--- src/hw/rtl/periodic_task_tick_scheduler_core_assert.svh ---
// Assertion macros shared by the scheduler RTL.
// No dependencies; include inside files that carry concurrent checks.
`ifndef PERIODIC_TASK_TICK_SCHEDULER_CORE_ASSERT_SVH
`define PERIODIC_TASK_TICK_SCHEDULER_CORE_ASSERT_SVH

// Plain property check, disabled during reset.
`define PTTS_ASSERT(label, clk, rst, prop, msg) \
  label: assert property (@(posedge clk) disable iff (rst) (prop)) \
    else $error(msg);

// Implication check: pre holds -> post holds in the same cycle.
`define PTTS_ASSERT_IMPL(label, clk, rst, pre, post, msg) \
  label: assert property (@(posedge clk) disable iff (rst) (pre) |-> (post)) \
    else $error(msg);

`endif

--- src/hw/rtl/ptts_pkg.sv ---
// Types and codes for the periodic task tick scheduler.
// No dependencies; imported by ptts_cell and the core top level.
package ptts_pkg;

  // Command opcodes
  localparam logic [2:0] OP_TICK    = 3'd0;
  localparam logic [2:0] OP_CREATE  = 3'd1;
  localparam logic [2:0] OP_SUSPEND = 3'd2;
  localparam logic [2:0] OP_RESUME  = 3'd3;
  localparam logic [2:0] OP_DELETE  = 3'd4;

  // Result status codes
  localparam logic [1:0] ST_OK    = 2'd0;
  localparam logic [1:0] ST_TAKEN = 2'd1;
  localparam logic [1:0] ST_RANGE = 2'd2;

  typedef struct packed {
    logic [2:0]  opcode;
    logic [2:0]  task_index;
    logic [15:0] period;
    logic [15:0] first_delay;
    logic        handler_present;
  } cmd_item_t;

  typedef struct packed {
    logic       fired;
    logic [2:0] fired_task;
    logic [1:0] status;
    logic       last;
  } rpt_item_t;

  // Command as seen by one slot cell
  typedef struct packed {
    logic [2:0]  op;
    logic [15:0] period;
    logic [15:0] delay;
    logic        handler;
  } cell_cmd_t;

  typedef enum logic [1:0] {
    S_IDLE,
    S_SCAN,
    S_FINISH
  } scan_state_t;

endpackage

--- src/hw/rtl/ptts_cell.sv ---
// One task slot of the scheduler chain: used/active marks, period, countdown.
// Depends on ptts_pkg. The scan token arrives from the previous cell.
module ptts_cell (
  input  logic              clk,
  input  logic              rst,
  input  logic              step,
  input  logic              token_prev,
  output logic              token,
  input  logic              cmd_en,
  input  ptts_pkg::cell_cmd_t cmd,
  output logic              used,
  output logic              fire
);
  import ptts_pkg::*;

  logic        active;
  logic [15:0] period;
  logic [15:0] countdown;
  logic        visit;

  assign visit = token && step;
  assign fire  = token && active && used && (countdown == 16'd0);

  // Token shift: the scan position moves one cell per step
  always_ff @(posedge clk) begin
    if (rst) begin
      token <= 1'b0;
    end else if (step) begin
      token <= token_prev;
    end
  end

  // Slot state: updated by the scan visit or by a command for this slot
  always_ff @(posedge clk) begin
    if (rst) begin
      used      <= 1'b0;
      active    <= 1'b0;
      countdown <= 16'd0;
    end else if (visit) begin
      if (active) begin
        if (countdown == 16'd0) begin
          if (used) begin
            countdown <= period - 16'd1;
          end
        end else begin
          countdown <= countdown - 16'd1;
        end
      end
    end else if (cmd_en) begin
      case (cmd.op)
        OP_CREATE: begin
          if (!used) begin
            used      <= cmd.handler;
            active    <= 1'b1;
            countdown <= cmd.delay;
          end
        end
        OP_SUSPEND: active <= 1'b0;
        OP_RESUME:  active <= 1'b1;
        OP_DELETE:  used   <= 1'b0;
        default: ;
      endcase
    end
  end

  // Period store, written only by a create on a free slot
  always_ff @(posedge clk) begin
    if (!visit && cmd_en && cmd.op == OP_CREATE && !used) begin
      period <= cmd.period;
    end
  end

endmodule

--- src/hw/rtl/periodic_task_tick_scheduler_core.sv ---
// Periodic task tick scheduler: every command other than a tick gives one result.
// A tick walks a scan token down the row of TASK_COUNT slot cells, one cell per
// cycle, and holds the block until the walk and its final result are done; the
// scan pauses whenever a result cannot be handed off.
// Fired slots are reported in ascending order, the final result of every input
// carries last; a tick with no firing yields one result with fired low.
// Depends on ptts_pkg, ptts_cell and periodic_task_tick_scheduler_core_assert.svh.
`include "periodic_task_tick_scheduler_core_assert.svh"

module periodic_task_tick_scheduler_core #(
  parameter int TASK_COUNT = 8
) (
  input  logic                clk,
  input  logic                rst,
  input  logic                cmd_valid,
  output logic                cmd_stall,
  input  ptts_pkg::cmd_item_t cmd,
  output logic                rpt_valid,
  input  logic                rpt_stall,
  output ptts_pkg::rpt_item_t rpt
);
  import ptts_pkg::*;

  localparam int IW = (TASK_COUNT > 1) ? $clog2(TASK_COUNT) : 1;

  scan_state_t state;
  scan_state_t state_next;

  logic [TASK_COUNT-1:0] token_vec;
  logic [TASK_COUNT-1:0] chain_in;
  logic [TASK_COUNT-1:0] used_vec;
  logic [TASK_COUNT-1:0] fire_vec;
  logic [TASK_COUNT-1:0] hit_vec;
  logic [TASK_COUNT-1:0] en_vec;
  logic [IW-1:0]         scan_idx;
  logic                  pend_valid;
  logic [2:0]            pend_idx;
  logic [2:0]            fire_task;

  logic      out_free;
  logic      cmd_go;
  logic      is_tick;
  logic      start;
  logic      adv;
  logic      step;
  logic      fire_hit;
  logic      idx_ok;
  logic      taken;
  logic      slot_op;
  logic      out_load;
  rpt_item_t out_next;
  cell_cmd_t cell_cmd;

  // Handshake and scan control
  assign out_free  = !rpt_valid || !rpt_stall;
  assign cmd_stall = !((state == S_IDLE) && out_free);
  assign cmd_go    = cmd_valid && !cmd_stall;
  assign is_tick   = (cmd.opcode == OP_TICK);
  assign start     = cmd_go && is_tick;
  assign adv       = (state == S_SCAN) && out_free;
  assign step      = start || adv;
  assign fire_hit  = adv && (|fire_vec);
  assign fire_task = 3'(scan_idx);

  // Command decode
  assign idx_ok  = ({29'd0, cmd.task_index} < 32'(TASK_COUNT));
  assign taken   = |(used_vec & hit_vec);
  assign slot_op = (cmd.opcode == OP_CREATE) || (cmd.opcode == OP_SUSPEND) ||
                   (cmd.opcode == OP_RESUME) || (cmd.opcode == OP_DELETE);

  assign cell_cmd.op      = cmd.opcode;
  assign cell_cmd.period  = cmd.period;
  assign cell_cmd.delay   = cmd.first_delay;
  assign cell_cmd.handler = cmd.handler_present;

  // Row of slot cells; the token enters at cell 0 on a tick
  for (genvar i = 0; i < TASK_COUNT; i++) begin : g_cell
    assign hit_vec[i] = ({29'd0, cmd.task_index} == 32'(i));
    assign en_vec[i]  = cmd_go && !is_tick && hit_vec[i];
    if (i == 0) begin : g_head
      assign chain_in[i] = start;
    end else begin : g_link
      assign chain_in[i] = token_vec[i-1];
    end
    ptts_cell u_cell (
      .clk        (clk),
      .rst        (rst),
      .step       (step),
      .token_prev (chain_in[i]),
      .token      (token_vec[i]),
      .cmd_en     (en_vec[i]),
      .cmd        (cell_cmd),
      .used       (used_vec[i]),
      .fire       (fire_vec[i])
    );
  end

  // Next state
  always_comb begin
    state_next = state;
    unique case (state)
      S_IDLE: begin
        if (start) state_next = S_SCAN;
      end
      S_SCAN: begin
        if (adv && token_vec[TASK_COUNT-1]) state_next = S_FINISH;
      end
      S_FINISH: begin
        if (out_free) state_next = S_IDLE;
      end
      default: state_next = S_IDLE;
    endcase
  end

  // Result generation
  always_comb begin
    out_load = 1'b0;
    out_next = '0;
    unique case (state)
      S_IDLE: begin
        if (cmd_go && !is_tick) begin
          out_load      = 1'b1;
          out_next.last = 1'b1;
          if (slot_op) begin
            if (!idx_ok) begin
              out_next.status = ST_RANGE;
            end else if (cmd.opcode == OP_CREATE && taken) begin
              out_next.status = ST_TAKEN;
            end else begin
              out_next.status = ST_OK;
            end
          end
        end
      end
      S_SCAN: begin
        // a new firing releases the previous one, which is not the last
        if (fire_hit && pend_valid) begin
          out_load            = 1'b1;
          out_next.fired      = 1'b1;
          out_next.fired_task = pend_idx;
        end
      end
      S_FINISH: begin
        if (out_free) begin
          out_load            = 1'b1;
          out_next.fired      = pend_valid;
          out_next.fired_task = pend_valid ? pend_idx : 3'd0;
          out_next.last       = 1'b1;
        end
      end
      default: ;
    endcase
  end

  always_ff @(posedge clk) begin
    if (rst) begin
      state <= S_IDLE;
    end else begin
      state <= state_next;
    end
  end

  // Scan position and held firing
  always_ff @(posedge clk) begin
    if (rst) begin
      scan_idx   <= '0;
      pend_valid <= 1'b0;
    end else if (start) begin
      scan_idx   <= '0;
      pend_valid <= 1'b0;
    end else begin
      if (adv) scan_idx <= scan_idx + IW'(1);
      if (fire_hit) pend_valid <= 1'b1;
    end
  end

  always_ff @(posedge clk) begin
    if (fire_hit) pend_idx <= fire_task;
  end

  // Output register
  always_ff @(posedge clk) begin
    if (rst) begin
      rpt_valid <= 1'b0;
    end else if (out_load) begin
      rpt_valid <= 1'b1;
    end else if (!rpt_stall) begin
      rpt_valid <= 1'b0;
    end
  end

  always_ff @(posedge clk) begin
    if (out_load) rpt <= out_next;
  end

  // Checks
  `PTTS_ASSERT(a_token_single, clk, rst, $onehot0(token_vec), "more than one scan token")
  `PTTS_ASSERT_IMPL(a_token_scan, clk, rst, state == S_SCAN, token_vec[scan_idx],
    "scan token does not match scan index")
  `PTTS_ASSERT_IMPL(a_token_idle, clk, rst, state != S_SCAN, token_vec == '0,
    "scan token outside a tick")
  `PTTS_ASSERT_IMPL(a_nonlast_fired, clk, rst, rpt_valid && !rpt.last, rpt.fired,
    "non-final result without a firing")

endmodule
--- config.mk ---
export PLATFORM = sky130hd
export DESIGN_NAME = periodic_task_tick_scheduler_core
export DESIGN_NICKNAME = d
export VERILOG_FILES = /design/src/hw/rtl/ptts_pkg.sv /design/src/hw/rtl/ptts_cell.sv /design/src/hw/rtl/periodic_task_tick_scheduler_core.sv
export VERILOG_INCLUDE_DIRS = /design/src /design/src/hw/rtl
export SDC_FILE = /design/constraint.sdc
export NUM_CORES = 1
export LEC_CHECK = 0
export ABC_CLOCK_PERIOD_IN_PS = 8300
export BUFFER_PORTS_ARGS = -buffer_cell sky130_fd_sc_hd__buf_2
export CAP_MARGIN = 10
export CELL_PAD_IN_SITES_DETAIL_PLACEMENT = 1
export CELL_PAD_IN_SITES_GLOBAL_PLACEMENT = 1
export CORE_MARGIN = 2
export CORE_UTILIZATION = 35
export DETAILED_ROUTE_END_ITERATION = 10
export PLACE_DENSITY = 0.61
export SYNTH_ARGS = -nofsm -noshare
export SYNTH_HDL_FRONTEND = slang
export SYNTH_SLANG_ARGS = --single-unit
--- constraint.sdc ---
create_clock -name clk -period 8.3 [get_ports clk]
set_input_delay 1.66 -clock clk [delete_from_list [all_inputs] [get_ports clk]]
set_output_delay 1.66 -clock clk [all_outputs]
set_load 0.02 [all_outputs]
==> results.toml, run 1 <==
[outcome]
status = "finished, final reports clean"

[synth]
synth_edf_count = 137
ys_types = 85
netlist_area_um2 = 16300
ys_seq_elements = 296
synthMostInstantiatedCell = "a21oi_1"
synthCells = 1883
avgSynthCellArea_um2 = 8.68
ys_top_cells_by_count = "a21oi_1 (237), nor2_1 (200), dfxtp_1 (159), nand2_1 (159), edfxtp_1 (137)"
synthTopCellsByArea = "edfxtp_1 (25%), dfxtp_1 (19%), a21oi_1 (7.3%), nor2_1 (4.6%), nand2_1 (3.7%)"
async_reset_ff_share_pct = 0
ys_seq_area_share_pct = 44.7
yosysTopAreaCell = "edfxtp_1"
synth_top_area_share_pct = 25.2
ys_warn_count = 0
synth_ff_type = "dfxtp_1"
syn_nets = 1939

[place]
dpl.hpwl_um = 43600
gp_congestion = 0.867
placement.io_buffers = 50
dp_cells = 2466
placed_area_um2 = 17200

[floorplanning]
dieArea_um2 = 48400
rows = 79
fp.dieH_um = 220
initial_utilization_pct = 35.2
core_area_um2 = 46400
ioPinCount = 52
die_x_um = 220

[critical_path]
r2r_cells = 12
crit_fanout = 13
rr_endpoint = "g_cell[4].u_cell.countdown[14]$_SDFFE_PP0P_"
worstReg2RegStart = "g_cell[4].u_cell.countdown[5]$_SDFFE_PP0P_"
critical_path_arrival_ns = 4.80
critPathCaptureType = "register"
required_ns = 8.71
crit_start = "g_cell[4].u_cell.countdown[5]$_SDFFE_PP0P_"
path_class = "reg2reg"
reg2reg_slack_ns = 3.91
cp-start-kind = "register"

[cts]
cts_buffers = 38
cts.reportedPaths.clkPinSlew_ns = 0.06
ctsResizeCount = 0
clkLatencyLatePin_ns = 0.57
holdBufCountCts = 0
cts_sinks = 296
ctsHtreeMaxLevel = 2
cts_setup_buffers = 0
cts_buffer_depth = 3
cts_tree = "done"
ctsRootBufferMaster = "clkbuf_16"

[detailed_routing]
ant_nets = 0
drc = 0
drtIter0Drc = 1209
totalWireLength_um = 66500
avgViaCountPerCell = 6.20
routedWlPerCell_um = 26.2
routed-via-count = 15700
drt_pass1_iterations = 5

[timing]
slew_viol_final = 0
max_slew_margin_pct = 33.3
finalCritPeriodShare_pct = 52.9
fin_setup_tns_ns = 0
period_minus_slack_ns = 4.39
hold_violations = 0
finalSetupViolCount = 0
tightest_slew_ns = 0.991
hold_ws_ns = 0.463
timing.clock.skew_ns = 0.0242
rsz0062_at_grt = "false"
fmax_ghz = 0.228

[pwr]
irDropWorstVdd_uv = 173
powerDensity_nw_per_um2 = 191
p_leak_nw = 6.16
power_mw = 3.53

[global_routing]
track_usage_pct = 27.5
grt_max_degree = 67
grt_pass1_vias = 15600
grt_first_pass_wirelength_um = 99300
grt-ovfl-total = 0
grt_antenna_before_repair = 10

[final_layout]
final_area_um2 = 18400
instances_no_fill = 2538
syn2layout_area_growth_pct = 12.9
drive_above_1_share_pct = 9.23
finish.net_count = 1956

[flow_run]
cap_viol_max_count = 0

[worst_hold_path]
hold-path-endpoint = "pend_idx[2]$_DFFE_PN_"
whs_path_depth = 0
hp-start = "fire_task[2]$_SDFFE_PP0P_"
min_path_type = "reg2reg"
-- registers in the layout, indices dropped and copies added, names as in the netlist --
register                 cells
fire_task                    3
pend_idx                     3
g_cell.u_cell.token          8
g_cell.u_cell.countdown    128
g_cell.u_cell.used           8
g_cell.u_cell.active         8
pend_valid                   1
state                        2
g_cell.u_cell.period       128
rpt                          6
rpt_valid                    1
-- cells in the final DEF (no fill, tap or decap), types with 10 or more instances in the layout --
cell       count
or4_1         17
a31o_2        11
edfxtp_1     137
nor3b_1       10
inv_1         26
nor3_1       115
buf_2         49
nand2_1      159
and3_1        10
a311oi_1      21
buf_4         26
ha_1          13
nor4_1        45
or3_1         37
nand4_1       10
o211ai_1      38
nand2b_1      15
a21oi_1      237
o21ai_0      106
o31ai_1       16
nand3_1       39
xor2_1        30
xnor2_1       31
nor2b_1       11
a31oi_1       62
clkbuf_16     39
dfxtp_1      159
a211oi_1      58
a211o_1       12
nor2_1       199
-- metal layers --
metal / track usage, % / part of all wire [%] / vias up
met4: 9.19 / 3.1 / 4
met3: 4.57 / 5.7 / 104
li1: - / - / 7263
met5: 0 / 0.035 / -
met1: 36.6 / 44 / 7936
met2: 45.3 / 47 / 438
-- critical path, stage by stage, from the launching register on --
cell	delay, ns
dfxtp_1	0.37
nor4_1	0.73
nand3_1	0.44
nor2_1	0.85
a21oi_1	0.21
ha_1	0.28
or3b_2	0.25
nor2_1	0.10
o311ai_1	0.24
nor4b_1	0.17
or3_1	0.36
a31oi_1	0.17
nor4_1	0.06
-- final cells by class --
type | count | area (µm²)
multi-input cells | 1462 | 8590
flip-flops and latches | 296 | 7300
repair buffers | 75 | 440
fillers | 5379 | 27900
well taps | 607 | 759
clock inverters | 18 | 185
diodes | 3 | 7.51
inverters | 27 | 101
clock buffers | 50 | 1070
-- kinds of logic after synthesis --
family                   after synthesis  share of synthesized area (%)
AND/OR/NAND/NOR                      720                           21.7
AO/OA/AOI/OAI                        656                           25.7
flip-flops                           296                           44.7
buffers and inverters                125                           3.01
XOR/XNOR                              61                           3.27
adder cells (fa/ha/maj)               13                          0.996
multiplexers                          11                          0.697
other                                  1                         0.0230
-- report_power, final --
group          total (mW)  internal, mW  switching [mW]
clock network        1.70          1.00           0.696
logic               0.288        0.0776           0.211
registers            1.55          1.53          0.0111
total                3.53          2.61           0.918
-- metrics by stage --
| stage | setup WS (ns) | utilization [%] |
|---|---|---|
| after floorplan | 3.12 | - |
| after global placement | 3.55 | 37.1 |
| after detailed placement | 3.40 | 37.1 |
| after CTS | 3.97 | 39.8 |
| after global routing | 3.54 | 39.8 |
| final | 3.91 | 39.8 |
-- how the worst max path moves through the flow --
stage                                                   to  depth (start not counted)
2_1_floorplan  g_cell[1].u_cell.countdown[13]$_SDFFE_PP0P_                          9
5_1_grt        g_cell[4].u_cell.countdown[14]$_SDFFE_PP0P_                         12
3_3_place_gp    g_cell[4].u_cell.countdown[8]$_SDFFE_PP0P_                          8
4_1_cts         g_cell[4].u_cell.countdown[8]$_SDFFE_PP0P_                          8
3_5_place_dp    g_cell[4].u_cell.countdown[8]$_SDFFE_PP0P_                          8
6_report       g_cell[4].u_cell.countdown[14]$_SDFFE_PP0P_                         12
Power figures use the tool's default switching activity.
==> run 2, diff against run 1 <==
--- a/config.mk
+++ b/config.mk
@@ -6,7 +6,7 @@
 export SDC_FILE = /design/constraint.sdc
 export NUM_CORES = 1
 export LEC_CHECK = 0
-export ABC_CLOCK_PERIOD_IN_PS = 8300
+export ABC_CLOCK_PERIOD_IN_PS = 3850
 export BUFFER_PORTS_ARGS = -buffer_cell sky130_fd_sc_hd__buf_2
 export CAP_MARGIN = 10
 export CELL_PAD_IN_SITES_DETAIL_PLACEMENT = 1
@@ -14,7 +14,7 @@
 export CORE_MARGIN = 2
 export CORE_UTILIZATION = 35
 export DETAILED_ROUTE_END_ITERATION = 10
-export PLACE_DENSITY = 0.61
+export PLACE_DENSITY = 0.64
 export SYNTH_ARGS = -nofsm -noshare
 export SYNTH_HDL_FRONTEND = slang
 export SYNTH_SLANG_ARGS = --single-unit
==> constraint.sdc (replaced) <==
create_clock -name clk -period 3.85 [get_ports clk]
set_input_delay 0.77 -clock clk [delete_from_list [all_inputs] [get_ports clk]]
set_output_delay 0.77 -clock clk [all_outputs]
set_load 0.02 [all_outputs]
==> results.toml, run 2 (synthesized netlist as in run 1, its figures left out) <==
[outcome]
status = "finished, final reports clean"

[floorplanning]
fp.dieH_um = 220
core_area_um2 = 46400
ioPinCount = 52
rows = 79
die_x_um = 220
initial_utilization_pct = 35.2
dieArea_um2 = 48400

[timing]
finalCritPeriodShare_pct = 93.9
slew_viol_final = 0
final.setup.worst_slack_ns = 0.235
hold_violations = 0
fmax_ghz = 0.277
period_minus_slack_ns = 3.62
rsz0062_at_grt = "false"
fin_setup_tns_ns = 0
max_slew_margin_pct = 40.3
tightest_slew_ns = 0.888
timing.clock.skew_ns = 0.0262
finalSetupViolCount = 0

[detailed_routing]
routedWlPerCell_um = 26.0
routed-via-count = 16100
ant_nets = 0
avgViaCountPerCell = 6.22
drt_pass1_iterations = 5
drtIter0Drc = 1083
totalWireLength_um = 67300
drc = 0

[cts]
ctsResizeCount = 0
ctsHtreeMaxLevel = 2
cts_tree = "done"
clkLatencyLatePin_ns = 0.57
holdBufCountCts = 0
ctsRootBufferMaster = "clkbuf_16"
cts.reportedPaths.clkPinSlew_ns = 0.06
cts_buffer_depth = 3
cts_sinks = 296
cts_buffers = 37
cts_setup_buffers = 0

[critical_path]
path_buf_inv = 3
slowest_delay_ns = 0.67
crit_fanout = 6
reg2reg_slack_ns = 0.23
cp-start-kind = "register"
critical_path_arrival_ns = 3.78
crit_start = "g_cell[6].u_cell.countdown[0]$_SDFFE_PP0P_"
path_class = "reg2reg"
worstPathCellList = "or4_1, or4_1, buf_4, nor3_1, a2111oi_0, buf_1, a31oi_1, buf_4, nand2_1, o21ai_0"
critPathCaptureType = "register"
critPathTopFamily = "simple AND/OR/NAND/NOR gates"
required_ns = 4.02
slowest_stage = "or4_1"
worstReg2RegStart = "g_cell[6].u_cell.countdown[0]$_SDFFE_PP0P_"

[place]
placement.io_buffers = 50
dp_cells = 2513
gp_congestion = 0.879
dpl.hpwl_um = 45000
pre_cts_ws_ns = 0.320

[pwr]
p_leak_nw = 6.33
irDropWorstVdd_uv = 361
power_mw = 7.35
powerDensity_nw_per_um2 = 393

[global_routing]
grt_antenna_before_repair = 10
track_usage_pct = 27.8
grt-ovfl-total = 0
grt_max_degree = 48
grt_pass1_vias = 16100
grt_first_pass_wirelength_um = 101000

[final_layout]
syn2layout_area_growth_pct = 14.6
top_regs = "g_cell.u_cell.countdown (128), g_cell.u_cell.period (128)"
layout_common_cells = "a21oi_1 (237), nor2_1 (200), nand2_1 (159), dfxtp_1 (159), edfxtp_1 (137)"
finish.net_count = 2001
layout_commonest_cell = "a21oi_1"
instances_no_fill = 2585
drive_above_1_share_pct = 10.8
fillCellCount = 5398
final_util_pct = 40.4

[worst_hold_path]
min_path_type = "reg2reg"
hp-start = "fire_task[2]$_SDFFE_PP0P_"

[flow_run]
cap_viol_max_count = 0
## run 2: layout make-up
type / count / area (µm²) / share of cell area (%)
well taps: 607 / 759 / 4.06
repair buffers: 121 / 795 / 4.24
flip-flops and latches: 296 / 7300 / 39.0
clock inverters: 11 / 60.1 / 0.321
multi-input cells: 1462 / 8620 / 46.0
clock buffers: 57 / 1080 / 5.79
inverters: 27 / 101 / 0.541
diodes: 4 / 10.0 / 0.0535
## run 2: power by group
group	switching (mW)	leakage [nW]	total [mW]	internal [mW]
registers	0.0230	2.51	3.33	3.31
logic	0.467	3.26	0.650	0.183
clock network	1.43	0.555	3.37	1.94
## run 2: final timing paths
| path | end | cells past startpoint |
|---|---|---|
| worst max-delay path | rpt[3]$_DFFE_PP_ | 10 |
| worst min-delay path | pend_idx[2]$_DFFE_PN_ | 0 |
| worst max register to register | rpt[3]$_DFFE_PP_ | 10 |
| worst min register to register | pend_idx[2]$_DFFE_PN_ | 0 |
## run 2: stage by stage
step           hold WS, ns  instance area [µm²]
2_1_floorplan        0.428                16400
3_3_place_gp         0.438                17600
3_5_place_dp         0.458                17600
4_1_cts              0.470                18700
5_1_grt              0.477                18700
6_report             0.468                18700
## run 2: layer usage
| metal | up-vias | global-route usage [%] | share of wire, % | routed length (µm) |
|---|---|---|---|---|
| met4 | 6 | 12.6 | 4.5 | 3040 |
| met3 | 149 | 4.86 | 6.5 | 4360 |
| met5 | - | 0 | 0.062 | 42 |
| met2 | 511 | 44.3 | 45 | 30500 |
| met1 | 8068 | 36.6 | 44 | 29400 |
| li1 | 7353 | - | - | - |
==> run 3, diff against run 2 <==
--- a/config.mk
+++ b/config.mk
@@ -14,7 +14,7 @@
 export CORE_MARGIN = 2
 export CORE_UTILIZATION = 35
 export DETAILED_ROUTE_END_ITERATION = 10
-export PLACE_DENSITY = 0.64
+export PLACE_DENSITY = 0.73
 export SYNTH_ARGS = -nofsm -noshare
 export SYNTH_HDL_FRONTEND = slang
 export SYNTH_SLANG_ARGS = --single-unit
==> results.toml, run 3 (synthesized netlist as in run 1, its figures left out) <==
[outcome]
status = "finished, final reports clean"

[cts]
cts_sinks = 296
cts_tree = "done"
cts_buffers = 35
cts_setup_buffers = 0
ctsRootBufferMaster = "clkbuf_16"
ctsHtreeMaxLevel = 2
cts_buffer_depth = 3
cts.reportedPaths.clkPinSlew_ns = 0.06
holdBufCountCts = 0
ctsResizeCount = 0
clkLatencyLatePin_ns = 0.55

[place]
dp_cells = 2504
placement.io_buffers = 50
dpl.hpwl_um = 43100
pre_cts_ws_ns = 0.323
gp_congestion = 0.921

[critical_path]
slowest_delay_ns = 0.49
path_buf_inv = 0
required_ns = 4.33
crit_fanout = 6
critPathTopFamily = "simple AND/OR/NAND/NOR gates"
cp-start-kind = "register"
path_class = "reg2reg"
critPathCaptureType = "register"
worstPathCellList = "or4_1, or4_1, nor2_2, a21oi_1, ha_1, or3b_2, or2_2, or3_1, nor3b_1, a221oi_1, a211o_1, a21oi_1"
slowest_stage = "or3b_2"
critical_path_arrival_ns = 4.13

[final_layout]
layout_common_cells = "a21oi_1 (237), nor2_1 (200), nand2_1 (159), dfxtp_1 (159), edfxtp_1 (137)"
layout_commonest_cell = "a21oi_1"
drive_above_1_share_pct = 10.6
top_regs = "g_cell.u_cell.countdown (128), g_cell.u_cell.period (128)"
final_util_pct = 40.2
fillCellCount = 5388
syn2layout_area_growth_pct = 14.1
instances_no_fill = 2572
finish.net_count = 1990

[timing]
tightest_slew_ns = 1.04
finalCritPeriodShare_pct = 94.8
hold_violations = 0
final.setup.worst_slack_ns = 0.200
timing.clock.skew_ns = 0.0162
period_minus_slack_ns = 3.65
rsz0062_at_grt = "false"
fin_setup_tns_ns = 0
fmax_ghz = 0.274
max_slew_margin_pct = 30.1
finalSetupViolCount = 0
slew_viol_final = 0

[global_routing]
grt_use_met3_pct = 3.71
busiest_layer = "met2"
track_usage_pct = 27.0
met2_usage_pct = 43.2
grt-ovfl-total = 0
grt_pass1_vias = 16400
grt_use_met1_pct = 35.7
grt_first_pass_wirelength_um = 99000
grt_antenna_before_repair = 12
grt_max_degree = 121

[pwr]
irDropWorstVdd_uv = 357
powerDensity_nw_per_um2 = 390
p_leak_nw = 6.28
power_mw = 7.28

[detailed_routing]
avgViaCountPerCell = 6.40
routedWlPerCell_um = 25.6
routed-via-count = 16500
drt_pass1_iterations = 5
ant_nets = 0
totalWireLength_um = 65900
drc = 0
drtIter0Drc = 1336

[floorplanning]
rows = 79
initial_utilization_pct = 35.2
fp.dieH_um = 220
ioPinCount = 52
dieArea_um2 = 48400
die_x_um = 220
core_area_um2 = 46400

[worst_hold_path]
min_path_type = "reg2reg"

[flow_run]
cap_viol_max_count = 0
run 3: cell types whose count changed in the layout (fill, tap and decap cells not counted), moves of 2 or more:
cell       change
clkbuf_16      -2
clkinv_2       +2
buf_4          -8
clkinv_4       +2
clkbuf_1       -6
run 3: final timing paths:
kind	end	depth (start not counted)	slack [ns]	startpoint
hold / removal	pend_idx[2]$_DFFE_PN_	0	0.46	fire_task[2]$_SDFFE_PP0P_
setup reg to reg	g_cell[6].u_cell.countdown[14]$_SDFFE_PP0P_	12	0.20	g_cell[6].u_cell.countdown[1]$_SDFFE_PP0P_
setup / recovery	g_cell[6].u_cell.countdown[14]$_SDFFE_PP0P_	12	0.20	g_cell[6].u_cell.countdown[1]$_SDFFE_PP0P_
hold reg to reg	pend_idx[2]$_DFFE_PN_	0	0.46	fire_task[2]$_SDFFE_PP0P_
run 3: where the power goes:
group	internal, mW	leakage, nW	switching, mW	total, mW
logic	0.182	3.21	0.463	0.645
clock network	1.93	0.553	1.38	3.31
registers	3.31	2.51	0.0231	3.33
run 3: final cells by class:
cell class                 instances  area (µm²)  area share, %
sequential                       296        7300           39.1
inverter                          27         101          0.544
timing repair buffer             112         731           3.92
antenna                            5        12.5         0.0671
clock inverter                    13         101          0.544
tap                              607         759           4.07
multi-input combinational       1462        8620           46.2
clock buffer                      50        1020           5.50
run 3: stage by stage:
| stage | area, µm² | hold WS, ns |
|---|---|---|
| 2_1_floorplan | 16400 | 0.428 |
| 3_3_place_gp | 17500 | 0.439 |
| 3_5_place_dp | 17500 | 0.444 |
| 4_1_cts | 18600 | 0.461 |
| 5_1_grt | 18600 | 0.489 |
| 6_report | 18600 | 0.462 |
run 3: layer usage:
layer	share of wire, %	routed length, µm	up-vias
met4	4.9	3220	6
met1	43	28200	8365
met2	46	30100	600
li1	-	-	7326
met3	6.5	4280	155
met5	0.070	46	-
